File: config.mk
export PLATFORM = sky130hd
export DESIGN_NAME = kwm_ctrl
export DESIGN_NICKNAME = d
export VERILOG_FILES = /design/src/design/kwm_pkg.sv /design/src/design/kwm_ctrl.sv
export SDC_FILE = /design/constraint.sdc
export NUM_CORES = 1
export LEC_CHECK = 0
export ABC_AREA = 1
export BUFFER_PORTS_ARGS = -buffer_cell sky130_fd_sc_hd__buf_2
export CORE_ASPECT_RATIO = 1.75
export CORE_MARGIN = 2
export CORE_UTILIZATION = 55
export DETAILED_ROUTE_END_ITERATION = 16
export GPL_ROUTABILITY_DRIVEN = 0
export PLACE_DENSITY = 0.76
export SLEW_MARGIN = 10
export SYNTH_ARGS = -nofsm -noshare
export SYNTH_HDL_FRONTEND = slang
export SYNTH_SLANG_ARGS = --single-unit
File: constraint.sdc
create_clock -name aclk -period 9.25 [get_ports aclk]
set_input_delay 0.4625 -clock aclk [delete_from_list [all_inputs] [get_ports aclk]]
set_output_delay 0.4625 -clock aclk [all_outputs]
set_load 0.005 [all_outputs]
File: src/design/kwm_pkg.sv
// kwm_pkg: shared sizes, codes and types of the k-way sorted run merge
// no dependencies; imported by every module of the block

package kwm_pkg;

    // block sizing
    localparam int NUM_RUNS   = 8;
    localparam int RUN_DEPTH  = 64;
    localparam int KEY_BITS   = 32;

    localparam int RUN_BITS   = $clog2(NUM_RUNS);
    localparam int PTR_BITS   = $clog2(RUN_DEPTH);
    localparam int FILL_BITS  = $clog2(RUN_DEPTH + 1);
    localparam int TOTAL_BITS = $clog2(NUM_RUNS * RUN_DEPTH + 1);
    localparam int MEM_DEPTH  = NUM_RUNS * RUN_DEPTH;
    localparam int ADDR_BITS  = RUN_BITS + PTR_BITS;

    // fixed field widths on the stream ports
    localparam int RUN_ID_W   = 3;
    localparam int KEY_W      = 32;
    localparam int REMAIN_W   = 10;
    localparam int S_TDATA_W  = 40;
    localparam int S_TUSER_W  = 1;
    localparam int M_TDATA_W  = 48;

    // apb
    localparam int PADDR_W    = 3;
    localparam int PDATA_W    = 32;

    // request kinds
    localparam logic FUNC_PUSH = 1'b0;
    localparam logic FUNC_POP  = 1'b1;

    // register index (paddr[2])
    localparam logic CFG_IDX_COMPARE_SIGNED = 1'b0;

    typedef logic [KEY_BITS-1:0] key_t;

    // one accepted request
    typedef struct packed {
        logic                func;
        logic [RUN_ID_W-1:0] run_id;
        logic [KEY_W-1:0]    key_in;
    } item_t;

    // one result
    typedef struct packed {
        logic [REMAIN_W-1:0] remaining;
        logic                rejected;
        logic                found;
        logic [RUN_ID_W-1:0] source_run;
        logic [KEY_W-1:0]    key_out;
    } result_t;

    // run memory access for one cycle
    typedef struct packed {
        logic                 we;
        logic [ADDR_BITS-1:0] waddr;
        key_t                 wdata;
        logic                 re;
        logic [ADDR_BITS-1:0] raddr;
    } mem_req_t;

endpackage

File: src/design/kwm_ctrl.sv
// kwm_ctrl: run pointers and fill counts, push handling and head scan for pops
// depends on kwm_pkg; drives kwm_store

module kwm_ctrl (
    input  logic              aclk,
    input  logic              aresetn,
    input  logic              in_valid,
    output logic              in_ready,
    input  kwm_pkg::item_t    in_item,
    input  logic              compare_signed,
    output kwm_pkg::mem_req_t mem_req,
    input  kwm_pkg::key_t     mem_rd_data,
    output logic              res_valid,
    input  logic              res_ready,
    output kwm_pkg::result_t  res
);
    import kwm_pkg::*;

    localparam logic [2:0] ST_IDLE = 3'd0;
    localparam logic [2:0] ST_PUSH = 3'd1;
    localparam logic [2:0] ST_SCAN = 3'd2;
    localparam logic [2:0] ST_LAST = 3'd3;
    localparam logic [2:0] ST_FIN  = 3'd4;
    localparam logic [2:0] ST_DONE = 3'd5;

    logic [2:0]            state_reg, state_next;
    item_t                 item_reg, item_next;
    logic [PTR_BITS-1:0]   ptr_reg  [NUM_RUNS];
    logic [PTR_BITS-1:0]   ptr_next [NUM_RUNS];
    logic [FILL_BITS-1:0]  fill_reg  [NUM_RUNS];
    logic [FILL_BITS-1:0]  fill_next [NUM_RUNS];
    logic [TOTAL_BITS-1:0] total_reg, total_next;
    logic [RUN_BITS-1:0]   cnt_reg, cnt_next;
    logic                  rd_vld_reg, rd_vld_next;
    logic [RUN_BITS-1:0]   rd_run_reg, rd_run_next;
    logic                  have_reg, have_next;
    key_t                  best_reg, best_next;
    logic [RUN_BITS-1:0]   src_reg, src_next;
    result_t               res_reg, res_next;

    logic [RUN_BITS-1:0]   push_run;
    logic                  push_ok;
    logic [PTR_BITS-1:0]   push_pos;
    key_t                  flip, rank_new, rank_best;

    // push target and order ranks
    assign push_run  = item_reg.run_id[RUN_BITS-1:0];
    assign push_ok   = (int'(item_reg.run_id) < NUM_RUNS)
                       && (fill_reg[push_run] != FILL_BITS'(RUN_DEPTH));
    assign push_pos  = PTR_BITS'(ptr_reg[push_run] + fill_reg[push_run][PTR_BITS-1:0]);
    assign flip      = {compare_signed, {(KEY_BITS-1){1'b0}}};
    assign rank_new  = mem_rd_data ^ flip;
    assign rank_best = best_reg ^ flip;

    assign in_ready  = (state_reg == ST_IDLE);
    assign res_valid = (state_reg == ST_DONE);
    assign res       = res_reg;

    // next state
    always_comb begin
        state_next  = state_reg;
        item_next   = item_reg;
        ptr_next    = ptr_reg;
        fill_next   = fill_reg;
        total_next  = total_reg;
        cnt_next    = cnt_reg;
        rd_vld_next = 1'b0;
        rd_run_next = rd_run_reg;
        have_next   = have_reg;
        best_next   = best_reg;
        src_next    = src_reg;
        res_next    = res_reg;
        mem_req     = '0;

        // running minimum over the head read of the previous cycle
        if (rd_vld_reg && (!have_reg || (rank_new < rank_best))) begin
            have_next = 1'b1;
            best_next = mem_rd_data;
            src_next  = rd_run_reg;
        end

        case (state_reg)
            ST_IDLE: begin
                if (in_valid) begin
                    item_next = in_item;
                    have_next = 1'b0;
                    cnt_next  = '0;
                    state_next = (in_item.func == FUNC_POP) ? ST_SCAN : ST_PUSH;
                end
            end
            ST_PUSH: begin
                res_next = '0;
                if (push_ok) begin
                    mem_req.we           = 1'b1;
                    mem_req.waddr        = {push_run, push_pos};
                    mem_req.wdata        = KEY_BITS'(item_reg.key_in);
                    fill_next[push_run]  = fill_reg[push_run] + 1'b1;
                    total_next           = total_reg + 1'b1;
                end
                res_next.rejected  = !push_ok;
                res_next.remaining = REMAIN_W'(push_ok ? total_reg + 1'b1 : total_reg);
                state_next = ST_DONE;
            end
            ST_SCAN: begin
                // one head read per run
                mem_req.re  = 1'b1;
                mem_req.raddr = {cnt_reg, ptr_reg[cnt_reg]};
                rd_vld_next = (fill_reg[cnt_reg] != '0);
                rd_run_next = cnt_reg;
                cnt_next    = cnt_reg + 1'b1;
                if (cnt_reg == RUN_BITS'(NUM_RUNS - 1)) begin
                    state_next = ST_LAST;
                end
            end
            ST_LAST: begin
                state_next = ST_FIN;
            end
            ST_FIN: begin
                res_next = '0;
                if (have_reg) begin
                    ptr_next[src_reg]  = ptr_reg[src_reg] + 1'b1;
                    fill_next[src_reg] = fill_reg[src_reg] - 1'b1;
                    total_next         = total_reg - 1'b1;
                    res_next.found      = 1'b1;
                    res_next.key_out    = KEY_W'(best_reg);
                    res_next.source_run = RUN_ID_W'(src_reg);
                end
                res_next.remaining = REMAIN_W'(have_reg ? total_reg - 1'b1 : total_reg);
                state_next = ST_DONE;
            end
            ST_DONE: begin
                if (res_ready) begin
                    state_next = ST_IDLE;
                end
            end
            default: begin
                state_next = ST_IDLE;
            end
        endcase
    end

    // control state
    always_ff @(posedge aclk) begin
        if (!aresetn) begin
            state_reg  <= ST_IDLE;
            total_reg  <= '0;
            rd_vld_reg <= 1'b0;
            have_reg   <= 1'b0;
            cnt_reg    <= '0;
            for (int i = 0; i < NUM_RUNS; i++) begin
                ptr_reg[i]  <= '0;
                fill_reg[i] <= '0;
            end
        end else begin
            state_reg  <= state_next;
            total_reg  <= total_next;
            rd_vld_reg <= rd_vld_next;
            have_reg   <= have_next;
            cnt_reg    <= cnt_next;
            ptr_reg    <= ptr_next;
            fill_reg   <= fill_next;
        end
    end

    // payload
    always_ff @(posedge aclk) begin
        item_reg   <= item_next;
        rd_run_reg <= rd_run_next;
        best_reg   <= best_next;
        src_reg    <= src_next;
        res_reg    <= res_next;
    end

endmodule

After elaboration in Yosys (flattened, before gate mapping)
Cells that the tools add are included.
{"block": "word_totals", "ff_bits": 242, "wordCells": 126, "out_inout_bits": 101, "in_bits": 73}
{"block": "classes", "reduce_logical": 17, "muxes": 48, "n_bitwise": 5, "n_lt_le_gt_ge": 6, "eq_ne": 12, "addsub": 7}
{"cell": "56-bit bitwise mux", "n": 2}
{"cell": "56-bit two-way mux", "n": 2}
{"cell": "56-bit one-hot mux with 2 select lines", "n": 1}
{"cell": "47-bit one-hot mux with 2 select lines", "n": 1}
{"cell": "42-bit two-way mux", "n": 2}
{"cell": "32-bit XOR", "n": 2}
{"cell": "7-bit binary-select mux with 3-bit select", "n": 3}
{"cell": "7-bit two-way mux", "n": 8}
{"cell": "6-bit binary-select mux with 3-bit select", "n": 3}
{"cell": "48-bit bitwise mux", "n": 1}
{"cell": "7-bit demux with 3-bit select", "n": 2}
{"cell": "6-bit two-way mux", "n": 7}
{"cell": "36-bit two-way mux", "n": 1}
{"cell": "32-bit less-than comparator", "n": 1}
{"cell": "10-bit two-way mux", "n": 3}
{"cell": "10-bit one-hot mux with 2 select lines", "n": 1}
{"cell": "6-bit demux with 3-bit select", "n": 1}
{"cell": "3-bit one-hot mux with 5 select lines", "n": 1}
{"cell": "4-bit greater-or-equal comparator (second input constant)", "n": 3}
{"cell": "3-bit two-way mux", "n": 4}
{"cell": "3-bit NOT with 4-bit output", "n": 3}
{"cell": "10-bit by 1-bit adder with 10-bit output (second input constant)", "n": 1}
{"cell": "10-bit by 1-bit subtractor with 10-bit output (second input constant)", "n": 1}
{"cell": "3-bit equality test (second input constant)", "n": 3}
{"cell": "other kinds (23)", "n": 38}

Longest topological paths before layout
{"block": "depth", "depth_word": 8, "mapped_depth": 21, "ltp_nobuf": 19}

Least setup slack after synthesis
No wires, ideal clock.
{"block": "synth_timing", "path_kind": "in2reg", "from": "input compare_signed", "to": "register best_reg[0] (enable)", "setup_ns": 0.439, "arrival_time_ns": 3.065, "cell_stages": 7, "setup_slack_ns": 5.746, "path_buffers": 0, "t_required_ns": 8.811, "path_cell_list": "xor2_1 > ha_1 > a21oi_1 > o221ai_1 > a21oi_1 > nand2_1 > a21oi_1"}
{"block": "synth_between", "elab_chain_cells": 4, "elab_cells_between_ends": 5, "classes_between": "order compare (1); bitwise (2); reduce/logical (2)"}
{"item": "start, declared", "line_no": "kwm_ctrl.sv:10", "source": "input logic compare_signed,"}
{"item": "32-bit XOR, on equally long branches", "line_no": "kwm_ctrl.sv:52, kwm_ctrl.sv:53"}
{"item": "32-bit less-than comparator *", "line_no": "kwm_ctrl.sv:76", "source": "if (rd_vld_reg && (!have_reg || (rank_new < rank_best))) begin"}
{"item": "1-bit logical OR *", "line_no": "kwm_ctrl.sv:76"}
{"item": "1-bit logical AND *", "line_no": "kwm_ctrl.sv:76"}
{"item": "end signal, assigned", "line_no": "kwm_ctrl.sv:169", "source": "best_reg <= best_next;"}
{"item": "end, declared", "line_no": "kwm_ctrl.sv:37", "source": "key_t best_reg, best_next;"}
Every way passes the cells marked *; elsewhere a longest branch is shown, timed or not.
A chain may end at the register's enable or synchronous reset.

==> results.toml <==
[cells_and_area]
nNetsFinal = 2208
final_cell_mix = "430 x nand2_1, 289 x nor2_1, 288 x inv_1"
drive_above_1_share_pct = 13.9
largest_register_ffs = 56
area_delta_synth_final_pct = 12.0
final_core_utilization_pct = 62.0
final_common_cell = "nand2_1"

[route]
routed_wirelength_um = 48400
drt-initial-drc-count = 1453
first_pass_iters = 7
detail_route.wl_per_cell_um = 19.9
ant_nets = 0
route.detailed.drc = 0
vias = 14200
viasPerCell = 5.84

[synthesis]
netlist_area_um2 = 14300
synth_mux_area_share_pct = 0
async_reset_ff_share_pct = 0
ys_top_cells_by_area = "edfxtp_1 25%, dfxtp_1 17%, nand2_1 11%"
synth_fp_nets = 2063
yosys.area.top_type = "edfxtp_1"
seq_area_frac_synth_pct = 42.4
synth_xor_area_share_pct = 0.974
synth_seq_cells = 242
ys_types = 50
netlist.area_leader.share_pct = 25.3
synthCells = 1945
syn_avg_cell_area_um2 = 7.33
synthAdderAreaFrac_pct = 4.00
synth_top_family_by_area = "simple AND/OR/NAND/NOR gates"
synth_compound_area_share_pct = 13.8
synthSimpleGateAreaFrac_pct = 28.3
ys_warn_count = 0
synth_ff_type = "dfxtp_1"
synth_edf_count = 120

[sta]
drv_slew = 0
worst_slack_ns = 4.56
min_period_ns = 4.69
worst_pin_slew_ns = 1.31
max_slew_margin_pct = 12.5
finalSetupTns_ns = 0
finClkSkew_ns = 0.0138
max_freq_mhz = 213
final-setup-viol-count = 0
rsz0062_at_grt = "false"
hold_viol_final = 0
whs_ns = 0.105
period_share_pct = 50.7

[worst_setup_path]
endpoint_kind = "output pin"
worstSetupStartpointType = "flip-flop"
r2r_cells = 14
setup.worst_path.start = "push_run[0]"
critPathMaxFanout = 38
timing.rr.start = "push_run[0]"
cpMostUsedCell = "nand2_1"
critical_path_arrival_ns = 4.23
critical_path.max_stage_delay_ns = 0.63
slowest_stage = "a221oi_1"
worst_ep_required_time_ns = 8.79
ff2ff_setup_slack_ns = 5.63
worstPathCellList = "buf_4, inv_2, nand2_1, inv_1, a221oi_1, o2111ai_1, ha_1, nand2_1, nor2_1, a211oi_1, or2_2, nand2_1, a21o_1, nand2_1, nand2_1, nor2_1, buf_2"
path_class = "reg2out"
worst_r2r_endpoint = "fill_reg[53]"
endpoint = "mem_req[47]"

[run_status]
status = "completed"

[floorplan]
core_area_um2 = 25800
boundaryPins = 174
die_x_um = 126
die_y_um = 217
rows = 78
dieArea_um2 = 27300
initial_utilization_pct = 55.4

[cts]
cts-htree-levels = 1
cts_tree = "yes"
postCtsHoldBufs = 0
max-clock-path-buffers = 3
cts.sinks = 242
cts_resized = 0
clkTransAtPathRegs_ns = 0.07
clk_latency_ns = 0.54
cts_buffers = 23
cts_root_buf = "clkbuf_16"
post_cts_buffers = 0

[grt]
grt_max_degree = 86
antenna_found_initial = 0
grt.total_usage_pct = 34.8
grt_overflow = 0
grt_pass1_vias = 13600
grt_pass1_wl_um = 74000

[flow_run]
max-cap-violations = 0

[power_and_ir_drop]
ir_drop_uv = 147
p_per_area_nw_per_um2 = 230
p_leak_uw = 0.00757

[place]
hpwl_um = 33900
dp_slack_ns = 5.45
port_buffers = 173

[min_path]
hold_start = "in_item[2]"
hold_class = "in2reg"
==> critical path: cells and delay by family (launching register included) <==
family                   cells  cell delay [ns]
AO/OA/AOI/OAI                4             1.27
adder cells (fa/ha/maj)      1             0.39
buffers and inverters        4             0.86
flip-flops                   1             0.33
AND/OR/NAND/NOR              8             0.83
==> worst min path at each step <==
| stage | to | depth (start not counted) |
|---|---|---|
| 2_1_floorplan | src_reg[0] | 0 |
| 3_3_place_gp | src_reg[0] | 0 |
| 3_5_place_dp | src_reg[2] | 0 |
| 4_1_cts | item_reg[23] | 1 |
| 5_1_grt | item_reg[23] | 1 |
| 6_report | item_reg[2] | 1 |
==> area by class of cell <==
class                      instances  area (um2)
antenna                            1        2.50
tap                              320         400
multi-input combinational       1339        6730
timing repair buffer             184         948
clock inverter                    12        90.1
sequential                       242        6050
clock buffer                      29         628
fill                            2365        9790
inverter                         300        1130
==> power breakdown <==
group	switching, uW	total, uW	internal, uW
Sequential	105	1480	1370
Combinational	900	1270	367
Clock	422	931	509
==> metrics by stage <==
step           std cells  total power, uW  area, um2
6_report            2427             3670      16000
5_1_grt             2426             3850      16000
4_1_cts             2426             3640      16000
3_5_place_dp        2385             2720      15300
3_3_place_gp        2385             2690      15300
2_1_floorplan       1945             2310      14300
==> cell usage after synthesis (3+ instances only) <==
cell type	instances
a211oi_1	4
a21oi_1	96
a21oi_4	7
a221oi_1	8
a22oi_1	4
buf_1	7
buf_2	12
buf_4	13
buf_6	8
clkbuf_1	23
dfxtp_1	122
edfxtp_1	120
ha_1	44
inv_1	288
inv_2	12
nand2_1	431
nand2_2	8
nand2_4	10
nand3_1	121
nand3_2	5
nand4_1	23
nor2_1	290
nor2_2	15
nor2_4	6
nor3_1	15
nor4_1	10
o21a_1	6
o21ai_0	114
o21ai_1	44
o22ai_1	37
o32ai_1	3
o41ai_1	3
xor2_1	12
==> cells by family (layout without fill, tap and decap cells) <==
family	count (synthesis)	count (layout)
AO/OA/AOI/OAI	339	339
XOR/XNOR	15	15
adder cells (fa/ha/maj)	45	45
buffers and inverters	364	525
flip-flops	242	242
other	0	1
AND/OR/NAND/NOR	940	940
==> metal layers <==
metal  share of wire, %  GRT usage [%]  vias up
met4                 10           28.5        0
met2                 48           59.5      894
li1                   -              -     6622
met5                  0              0        -
met3                9.4           7.23      323
met1                 33           36.7     6335
Note: power is estimated with default switching activity, not from simulation.
